File: src/sv/abp_pkg.sv
// Shared constants, operation-class codes and the divider control word for the prolongation block.
package abp_pkg;

  localparam int VALUE_WIDTH_DEF   = 32;
  localparam int SPACING_WIDTH_DEF = 16;

  typedef enum logic [1:0] {
    OP_COPY    = 2'd0,
    OP_RADIAL  = 2'd1,
    OP_ANGULAR = 2'd2,
    OP_CELL    = 2'd3
  } op_t;

  // Control that travels alongside each word through the divider chain.
  typedef struct packed {
    logic valid;
    logic neg;
    logic den_zero;
  } ctl_t;

endpackage

File: src/sv/abp_div_cell.sv
// One restoring-division cell: settles one quotient bit and hands the word on.
module abp_div_cell import abp_pkg::*; #(
  parameter int VALUE_WIDTH   = VALUE_WIDTH_DEF,
  parameter int SPACING_WIDTH = SPACING_WIDTH_DEF
) (
  input  logic                       clk,
  input  logic                       rst,
  input  ctl_t                       ctl_in,
  input  logic [2*SPACING_WIDTH+1:0] rem_in,
  input  logic [VALUE_WIDTH-1:0]     num_in,
  input  logic [VALUE_WIDTH-1:0]     quo_in,
  input  logic [2*SPACING_WIDTH+1:0] den_in,
  output ctl_t                       ctl_out,
  output logic [2*SPACING_WIDTH+1:0] rem_out,
  output logic [VALUE_WIDTH-1:0]     num_out,
  output logic [VALUE_WIDTH-1:0]     quo_out,
  output logic [2*SPACING_WIDTH+1:0] den_out
);

  localparam int VW = VALUE_WIDTH;
  localparam int DW = 2 * SPACING_WIDTH + 2;

  logic [DW:0]   trial;
  logic [DW:0]   diff;
  logic          q_bit;
  logic [DW-1:0] rem_next;

  // Bring down the next numerator bit and subtract the divisor if it fits.
  assign trial    = {rem_in, num_in[VW-1]};
  assign diff     = trial - {1'b0, den_in};
  assign q_bit    = ~diff[DW];
  assign rem_next = q_bit ? diff[DW-1:0] : trial[DW-1:0];

  always_ff @(posedge clk) begin
    if (rst) begin
      ctl_out <= '0;
    end else begin
      ctl_out <= ctl_in;
    end
    rem_out <= rem_next;
    num_out <= {num_in[VW-2:0], 1'b0};
    quo_out <= {quo_in[VW-2:0], q_bit};
    den_out <= den_in;
  end

endmodule
File: config.mk
export PLATFORM = sky130hd
export DESIGN_NAME = abp_div_cell
export DESIGN_NICKNAME = d
export VERILOG_FILES = /design/src/sv/abp_pkg.sv /design/src/sv/abp_div_cell.sv
export SDC_FILE = /design/constraint.sdc
export NUM_CORES = 1
export LEC_CHECK = 0
export ABC_AREA = 1
export ABC_CLOCK_PERIOD_IN_PS = 2009
export BUFFER_PORTS_ARGS = -buffer_cell sky130_fd_sc_hd__buf_2
export CORE_MARGIN = 2
export CORE_UTILIZATION = 25
export CTS_CLUSTER_DIAMETER = 60
export CTS_CLUSTER_SIZE = 10
export DETAILED_ROUTE_END_ITERATION = 8
export GPL_ROUTABILITY_DRIVEN = 0
export HOLD_SLACK_MARGIN = 0.06
export MAX_ROUTING_LAYER = met4
export PLACE_DENSITY = 0.58
export SYNTH_ARGS = -nofsm -noshare
export SYNTH_HDL_FRONTEND = slang
export SYNTH_SLANG_ARGS = --single-unit
File: constraint.sdc
create_clock -name clk -period 2.01 [get_ports clk]
set_input_delay 0.1005 -clock clk [delete_from_list [all_inputs] [get_ports clk]]
set_output_delay 0.1005 -clock clk [all_outputs]
set_load 0.1 [all_outputs]
==> results of run 1 <==
-- how the worst max path moves through the flow --
stage,end,startpoint
floorplan,rem_out[13],num_in[31]
finish,rem_out[7],den_in[24]
CTS,rem_out[10],rem_in[22]
detailed placement,rem_out[14],num_in[31]
global route,rem_out[32],rem_in[2]
global placement,rem_out[5],num_in[31]
-- layout make-up --
class	instances	share of cell area, %
Clock buffer	17	4.04
Clock inverter	14	1.56
Inverter	129	4.59
Multi-Input combinational cell	514	30.1
Sequential cell	134	25.5
Tap cell	285	3.38
Timing Repair Buffer	451	30.9
-- layer usage --
metal,routed length (um),vias to the layer above,global-route usage (%)
met5,0,-,-
met4,686,0,6.77
met3,1490,43,3.58
li1,-,3313,-
met2,11000,247,31.3
met1,9050,2840,19.1
-- layout by cell type (no fill, tap or decap), types with 6 or more instances in the layout --
| cell type | count |
|---|---|
| dfxtp_1 | 134 |
| ha_4 | 23 |
| inv_2 | 17 |
| a21oi_2 | 13 |
| clkbuf_16 | 21 |
| o21ai_0 | 6 |
| nor2_1 | 47 |
| nor3_1 | 6 |
| nand2_1 | 262 |
| inv_6 | 6 |
| dlygate4sd3_1 | 135 |
| nand2_2 | 27 |
| nand3_1 | 23 |
| buf_4 | 46 |
| a21oi_1 | 17 |
| nor2_2 | 10 |
| buf_2 | 254 |
| dlymetal6s4s_1 | 6 |
| xor2_1 | 17 |
| ha_1 | 9 |
| inv_1 | 112 |
| nand2_4 | 7 |
| nor2_4 | 6 |
-- power by group through the flow --
stage | Clock (uW) | Combinational, uW | Sequential [uW]
2_1_floorplan | 0 | 783 | 4800
3_3_place_gp | 0 | 3340 | 3010
3_5_place_dp | 0 | 3350 | 3010
4_1_cts | 3300 | 3570 | 2950
5_1_grt | 3400 | 4100 | 2970
6_report | 3220 | 3890 | 2950
-- state kept, by name, summed over array words and instances (netlist names) --
signal and count:
den_out 34, rem_out 34, quo_out 32, num_out 31, ctl_out 3
-- repair_timing --
| item | in CTS | in global routing |
|---|---|---|
| resized for setup | 0 | 145 |
| endpoints found under the hold margin | 133 | 6 |
| endpoints found under the setup margin | 0 | 35 |
| setup buffers | 0 | 11 |
| hold buffers | 135 | 6 |
-- metrics by stage --
stage	hold WS, ns	worst slack, ns	cells	TNS, ns	cell area, um2
finish	0.152	0.0506	1544	0	10500
detailed placement	0.204	-0.0322	1371	-0.578	7770
CTS	0.176	0.00154	1537	0	9710
global placement	0.203	0.0525	1371	0	7770
global route	0.166	-0.0235	1544	-0.292	10500
floorplan	0.128	0.273	784	0	5780
-- cell families (layout without fill, tap and decap cells) --
| kind of cell | count (synthesis) | in the layout | synth area share, % |
|---|---|---|---|
| buffers and inverters | 136 | 611 | 9.67 |
| DFF | 134 | 134 | 46.4 |
| AOI/OAI and AO/OA | 56 | 56 | 5.30 |
| other | 1 | 1 | 0.0648 |
| and+or+nand+nor | 403 | 403 | 28.0 |
| xor gates and xnor gates | 19 | 19 | 2.88 |
| adders and majority gates | 35 | 35 | 7.70 |
==> flow_metrics.tcl, run 1 <==
set metrics [dict create \
    power_frac_clock_pct 32.0 \
    yosys_warnings 0 \
    initial_core_util_pct 25.5 \
    drive_gt1_share_pct 36.9 \
    die_area_um2 24400 \
    final.min_clock_period_ns 1.96 \
    path_cells "dlygate4sd3_1, buf_2, inv_2, ha_2, nand2_2, inv_2, a21oi_4, o21ai_4, a21oi_4, nand2_4, nand2_4, nand2_8, clkbuf_16, nand2_1, nand2_1" \
    grt_pass1_vias 6330 \
    ys_seq_area_share_pct 46.4 \
    peakVddDrop_v 0.000485 \
    diodes 0 \
    drt.antenna.violating_nets 0 \
    cp_slowest_cell "dlygate4sd3_1" \
    final-hold-violation-count 0 \
    min-delay-start "rem_in[18]" \
    routed-via-count 6443 \
    seqPwrFrac_pct 29.4 \
    arrival_ns 2.28 \
    syn_to_final_growth_pct 82.2 \
    viasPerCell 4.17 \
    core_area_um2 22600 \
    regArea_um2 2680 \
    cts_sinks 134 \
    routed_wl_mm 22.2 \
    power-per-cell-area_nw_per_um2 954 \
    cts-buffers-inserted 17 \
    cts_tree "built" \
    yosys_most_used_dff "dfxtp_1" \
    fillers 2145 \
    first_pass_iters 5 \
    die_width_um 156 \
    switching_share_pct 42.3 \
    grt_pass1_wl_mm 31.9 \
    final_nets 1419 \
    whs_path_depth 5 \
    p_comb_share_pct 38.6 \
    max_slew_margin_pct 64.6 \
    cp_num_buf_inv 5 \
    cp-start-kind "input port" \
    ios 272 \
    ys_types 29 \
    cts_buffer_depth 2 \
    hold_end "rem_out[19]" \
    cpPeakStageDelay_ns 0.53 \
    syn_nets 956 \
    hp-class "in2reg" \
    num_rows 55 \
    cp_max_fo 7 \
    synth_most_common_cell "nand2_1" \
    syn_area_um2 5780 \
    cpLargestDelayFamily "buffers and inverters" \
    ys_seq_elements 134 \
    post-route-drc-count 0 \
    leakage_uw 0.00551 \
    clk_pin_slew_worst_paths_ns 0.06 \
    globalRouteOverflowTotal 0 \
    crit_path_end_kind "flip-flop" \
    ys_async_sr_fraction_pct 0 \
    die_h_um 156 \
    synth.top_cell.area_share_pct 46.4 \
    grt_max_degree 20 \
    fin_crit_sh_pct 97.5 \
    io_buffers 269 \
    required_ns 2.33 \
    drt_iter0_markers 298 \
    synth_cells 784 \
    intPower_uw 5810 \
    htree_levels 4 \
    setup.worst_path.class "in2reg" \
    dp_hpwl_mm 15.8 \
    final_core_util_pct 46.5 \
    crit_cells 15 \
    status "complete, no violations" \
    grt_usage_pct 17.5 \
    routedWlPerCell_um 14.4 \
    total_power_uw 10100 \
    synth_edf_count 0 \
    yosys-top-cells-count "nand2_1, dfxtp_1, inv_1, nor2_1, ha_1" \
    finalSetupViolCount 0 \
    synth_area_leaders "dfxtp_1, nand2_1, inv_1" \
    multi_input_area_um2 3170 \
    slew_violations 0 \
    max_slew.worst_pin.slew_ns 0.534 \
    antenna_found_initial 0 \
    syn_area_per_cell_um2 7.38 \
    yosysTopAreaCell "dfxtp_1" \
    switchingPower_uw 4250 \
    cts_root_buffer "clkbuf_16" \
    cap_violations 0 \
    max_freq_mhz 510 \
]
Note: power is estimated with default switching activity, not from simulation.
==> inputs of run 2 (changes only) <==
Settings changed: ABC_AREA 1 to unset, CORE_UTILIZATION 25 to 47, CTS_BUF_LIST set to sky130_fd_sc_hd__clkbuf_8, PLACE_DENSITY 0.58 to 0.92.
==> run 2 against run 1 <==
The flow now finishes with violations (DRC, setup timing). Synthesized cell count fell by 36%. Setup slack worse by 0.99 ns. Non-clock buffer count is 95 higher. Sequential share of layout area grew 1.9 points. Sequential power increased by 2%. Synthesized area decreased by 7.4%. Die area fell by 50%. Worst hold slack gained 0.014 ns. Combinational power rose by 10%. Fmax decreased by 34%. Flip-flop and latch count unchanged. Total power down 2.6%.
==> flow_metrics.tcl, run 2 <==
set metrics [dict create \
    status "finished with violations" \
    violations "DRC, setup timing" \
    syn_area_um2 5350 \
    syn_nets 670 \
    cts_sinks 134 \
    cts_buffer_depth 2 \
    grt_max_degree 17 \
    globalRouteOverflowTotal 0 \
    initial_core_util_pct 48.7 \
    routed_wl_mm 31.2 \
    htree_levels 4 \
    grt_pass1_vias 7258 \
    first_pass_iters 9 \
    synth_edf_count 0 \
    peakVddDrop_v 0.000958 \
    drt.antenna.violating_nets 0 \
    core_area_um2 11000 \
    placed_cells 1018 \
    fin_crit_sh_pct 147 \
    cp-start-kind "input port" \
    arrival_ns 3.37 \
    final.min_clock_period_ns 2.95 \
    routed-via-count 7210 \
    viasPerCell 5.94 \
    synth_area_leaders "dfxtp_1, ha_1, mux2_4" \
    hp-class "in2reg" \
    final-hold-violation-count 0 \
    ys_seq_elements 134 \
    drt_iter0_markers 875 \
    regArea_um2 2680 \
    fillers 422 \
    cts_root_buffer "clkbuf_8" \
    grt_pass1_wl_mm 40.7 \
    antenna_found_initial 11 \
    final_common_cell "buf_2" \
    ys_types 59 \
    yosysTopAreaCell "dfxtp_1" \
    io_buffers 269 \
    drive_gt1_share_pct 46.0 \
    reg_top3 "den_out: 34 flops, rem_out: 34 flops, quo_out: 32 flops" \
    clk_pin_slew_worst_paths_ns 0.11 \
    max_slew_margin_pct 41.9 \
    leakage_uw 0.00501 \
    multi_input_area_um2 2430 \
    max_freq_mhz 339 \
    min-delay-start "rem_in[33]" \
    finalSetupViolCount 35 \
    yosys_most_used_dff "dfxtp_1" \
    cts-buffers-inserted 17 \
    synth_most_common_cell "dfxtp_1" \
    cts_tree "built" \
    required_ns 2.43 \
    whs_path_depth 5 \
    synth.top_cell.area_share_pct 50.1 \
    num_rows 38 \
    slew_violations 0 \
    ios 272 \
    syn_to_final_growth_pct 83.1 \
    final_cells 1213 \
    die_width_um 111 \
    crit_path_end_kind "flip-flop" \
    final_core_util_pct 89.2 \
    yosys-top-cells-count "dfxtp_1, inv_1, ha_1, a21oi_1, nand2_1" \
    power-per-cell-area_nw_per_um2 1000 \
    final_nets 1220 \
    die_area_um2 12300 \
    finalWorstSetupSlack_ns -0.941 \
    routedWlPerCell_um 25.7 \
    cap_violations 0 \
    dp_hpwl_mm 13.4 \
    fin_setup_tns_ns -24.58 \
    die_h_um 111 \
    hold_end "rem_out[33]" \
    max_slew.worst_pin.slew_ns 0.866 \
    final_cell_mix "buf_2, dlygate4sd3_1, dfxtp_1" \
    syn_area_per_cell_um2 10.7 \
    grt_usage_pct 45.0 \
    post-route-drc-count 4 \
    synth_cells 498 \
    setup.worst_path.class "in2reg" \
    ys_async_sr_fraction_pct 0 \
    cp_max_fo 6 \
    rsz0062_at_grt "yes" \
    yosys_warnings 0 \
    ys_seq_area_share_pct 50.1 \
]
-- run 2: cell types whose count changed after synthesis, sizes merged, moves of 10 or more --
cell / delta
a21o: +10
nand2: -268
nand3: -17
xnor2: +17
nor2: -42
mux2: +28
inv: -79
-- run 2: timing repair --
action	CTS	global route
setup buffers	10	4
hold buffers	133	3
resized for setup	13	13
gates cloned	0	1
pin swaps	2	4
hold endpoints to repair	133	2
endpoints found under the setup margin	35	35
-- run 2: worst max-delay path by stage --
stage,slack [ns],cells past startpoint,to,start
floorplan,-0.94,14,rem_out[10],num_in[31]
global placement,-1.24,14,rem_out[13],num_in[31]
detailed placement,-1.29,14,rem_out[27],num_in[31]
CTS,-0.60,14,rem_out[27],num_in[31]
global route,-1.03,12,rem_out[27],den_in[3]
finish,-0.94,16,rem_out[26],num_in[31]
-- run 2: critical path, cell delays in order --
cell and delay, ns:
buf_8 0.09, inv_12 0.03, ha_4 0.17, fa_2 0.37, nor2b_4 0.16, o2111ai_4 0.17, a2111oi_4 0.43, buf_4 0.17
buf_4 0.10, o21ai_2 0.05, a31oi_2 0.21, buf_4 0.13, buf_4 0.15, a21oi_1 0.10, xnor2_1 0.60, mux2_4 0.34
-- run 2: through the flow --
stage	total power, uW	instance area [um2]	hold slack [ns]	worst slack (ns)
global route	9970	9800	0.177	-1.03
floorplan	5770	5390	0.128	-0.942
finish	9800	9800	0.167	-0.941
global placement	6580	7760	0.203	-1.24
detailed placement	6650	7760	0.204	-1.29
CTS	9240	9630	-0.260	-0.602
-- run 2: cell families after synthesis --
kind of cell,share of synthesized area [%]
compound gates,12.6
xor+xnor,4.58
fa+ha+maj,8.32
buf+inv,5.98
flops,50.1
mux,8.53
other cells,0.0701
simple gates,9.75
-- run 2: layer usage --
metal	share of wire, %	track usage, %
met5	0	-
met4	12	35.4
met1	29	40.8
met2	45	74.6
met3	13	18.6
-- run 2: power breakdown --
group	total (uW)	internal, uW	switching (uW)
logic	4290	1250	3040
registers	3020	2910	112
clock network	2490	1220	1270
-- run 2: layout make-up --
class	count	area share [%]
Timing Repair Buffer	546	39.3
Antenna cell	12	0.306
Clock buffer	20	2.81
Clock inverter	12	1.43
Multi-Input combinational cell	300	24.8
Tap cell	140	1.79
Sequential cell	134	27.4
Inverter	49	2.13
==> inputs of run 3 (changes only) <==
Settings changed: CORE_ASPECT_RATIO set to 2, CORE_UTILIZATION 47 to 46, CTS_BUF_LIST sky130_fd_sc_hd__clkbuf_8 to unset, PLACE_DENSITY 0.92 to 0.91.
==> run 3 against run 2 <==
The run ends with setup timing left. Global-route usage shrank 4.9 points. Via count decreased by 9.2%. Final cell count fell by 1.8%. Non-clock buffer count decreased by 17. Flip-flop and latch count stayed put. Total power up 3.1%. Sequential share of layout area is 0.11 points higher. Worst hold slack lost 0.095 ns. Final area fell by 0.38%. Utilization down 3.3 points. Setup slack better by 0.11 ns. Critical path depth fell by 2. Largest cell class unchanged.
==> flow_metrics.tcl, run 3 (synthesis results as in run 2) <==
set metrics [dict create \
    fin_crit_sh_pct 141 \
    min-delay-start "rem_in[24]" \
    cts_sinks 134 \
    routed-via-count 6547 \
    ios 272 \
    core_area_um2 11400 \
    final_cells 1191 \
    antenna_found_initial 2 \
    crit_path_end_kind "flip-flop" \
    dp_slack_ns -1.37 \
    cts_buffer_depth 2 \
    status "finished with violations" \
    seqPwrFrac_pct 29.8 \
    cts_tree "built" \
    final_nets 1206 \
    clk_pin_slew_worst_paths_ns 0.06 \
    globalRouteOverflowTotal 0 \
    switching_share_pct 43.3 \
    viasPerCell 5.50 \
    drt.antenna.violating_nets 0 \
    die_area_um2 12600 \
    drive_gt1_share_pct 45.4 \
    whs_path_depth 3 \
    io_buffers 269 \
    num_rows 55 \
    hold_end "rem_out[25]" \
    final_cell_mix "buf_2, dfxtp_1, dlygate4sd3_1" \
    placed_cells 1005 \
    cts-buffers-inserted 17 \
    arrival_ns 3.14 \
    grt_pass1_wl_mm 36.2 \
    cp_max_fo 5 \
    first_pass_iters 7 \
    rsz0062_at_grt "yes" \
    cts_root_buffer "clkbuf_16" \
    slew_violations 0 \
    initial_core_util_pct 47.1 \
    routed_wl_mm 25.9 \
    peakVddDrop_v 0.000768 \
    final.min_clock_period_ns 2.84 \
    grt_pass1_vias 6911 \
    cap_violations 0 \
    final-hold-violation-count 0 \
    leakage_uw 0.00499 \
    setup.worst_path.class "in2reg" \
    htree_levels 4 \
    hp-class "in2reg" \
    die_width_um 80.3 \
    p_comb_share_pct 40.3 \
    power-per-cell-area_nw_per_um2 1030 \
    switchingPower_uw 4380 \
    power_frac_clock_pct 29.9 \
    finalWorstSetupSlack_ns -0.830 \
    die_h_um 157 \
    drt_iter0_markers 487 \
    violations "setup timing" \
    grt_usage_pct 40.1 \
    syn_to_final_growth_pct 82.4 \
    post-route-drc-count 0 \
    required_ns 2.31 \
    finalSetupViolCount 35 \
    reg_top3 "den_out: 34 flops, rem_out: 34 flops, quo_out: 32 flops" \
    routedWlPerCell_um 21.7 \
    max_slew.worst_pin.slew_ns 0.521 \
    max_slew_margin_pct 64.4 \
    fillers 528 \
    intPower_uw 5720 \
    final_common_cell "buf_2" \
    max_freq_mhz 352 \
    dp_hpwl_mm 13.9 \
    grt_max_degree 17 \
    final_core_util_pct 86.0 \
    cp-start-kind "input port" \
]
## run 3: cell count changes in the layout (fill, tap and decap cells not counted), sizes merged
| cell | before | now |
|---|---|---|
| buf | 409 | 395 |
| bufinv | 2 | 0 |
| clkbuf | 21 | 17 |
| clkinv | 3 | 5 |
| clkinvlp | 2 | 3 |
| diode | 12 | 2 |
| dlygate4sd3 | 136 | 134 |
| inv | 54 | 59 |
## run 3: worst max-delay path, cell delays in order
cell and delay, ns:
buf_8 0.09, inv_12 0.03, ha_4 0.15, fa_2 0.37, nor2b_4 0.18, o2111ai_4 0.15, a2111oi_4 0.31, buf_4 0.19
nor2_2 0.05, o21ba_1 0.16, o311a_1 0.32, or3_4 0.51, buf_4 0.23, o31ai_1 0.32
## run 3: worst max-delay path by stage
stage                     slack [ns]     endpoint        from  cells after the start
after detailed placement       -1.37   rem_out[2]  num_in[31]                     13
after CTS                      -0.65  rem_out[32]  num_in[31]                     13
after global placement         -1.31   rem_out[2]  num_in[31]                     13
after global routing           -0.93  rem_out[33]  num_in[31]                     14
final                          -0.83  rem_out[33]  num_in[31]                     14
after floorplan                -0.94  rem_out[10]  num_in[31]                     14
## run 3: what timing repair did
item,in CTS,in global routing
buffers inserted,4,11
hold endpoints to repair,132,3
gates cloned,3,0
setup endpoints to repair,35,35
resized for setup,17,7
hold buffers,130,4
pin swaps,5,4
## run 3: through the flow
| stage | instance area (um2) | total power [uW] | TNS (ns) | hold slack [ns] |
|---|---|---|---|---|
| final | 9760 | 10100 | -25.59 | 0.0724 |
| after detailed placement | 7620 | 6600 | -45.34 | 0.205 |
| after global routing | 9760 | 10300 | -27.25 | 0.0650 |
| after CTS | 9600 | 9820 | -20.69 | -0.213 |
| after floorplan | 5390 | 5770 | -30.61 | 0.128 |
| after global placement | 7620 | 6540 | -43.41 | 0.203 |
## run 3: area by class of cell
cell class                 instances  area, um2  share of cell area [%]
antenna                            2       5.00                  0.0513
clock buffer                      17        425                    4.36
clock inverter                    15        136                    1.40
inverter                          49        213                    2.18
multi-input combinational        300       2420                    24.8
sequential                       134       2680                    27.5
tap                              142        178                    1.82
timing repair buffer             529       3660                    37.5
timing repair inverter             3       48.8                   0.500
## run 3: routing by layer
metal	vias to the layer above	track usage, %	wire length (um)
met1	2958	33.0	7680
met2	559	69.3	13100
met3	233	14.2	2540
li1	2797	-	-
met5	-	-	0
met4	0	32.8	2530
## run 3: power by group through the flow
stage               Clock [uW]  Combinational (uW)  Sequential (uW)
floorplan                    0                 858             4910
global placement             0                3500             3040
detailed placement           0                3560             3040
CTS                       2990                3850             2990
global route              3160                4160             3020
finish                    3020                4070             3010
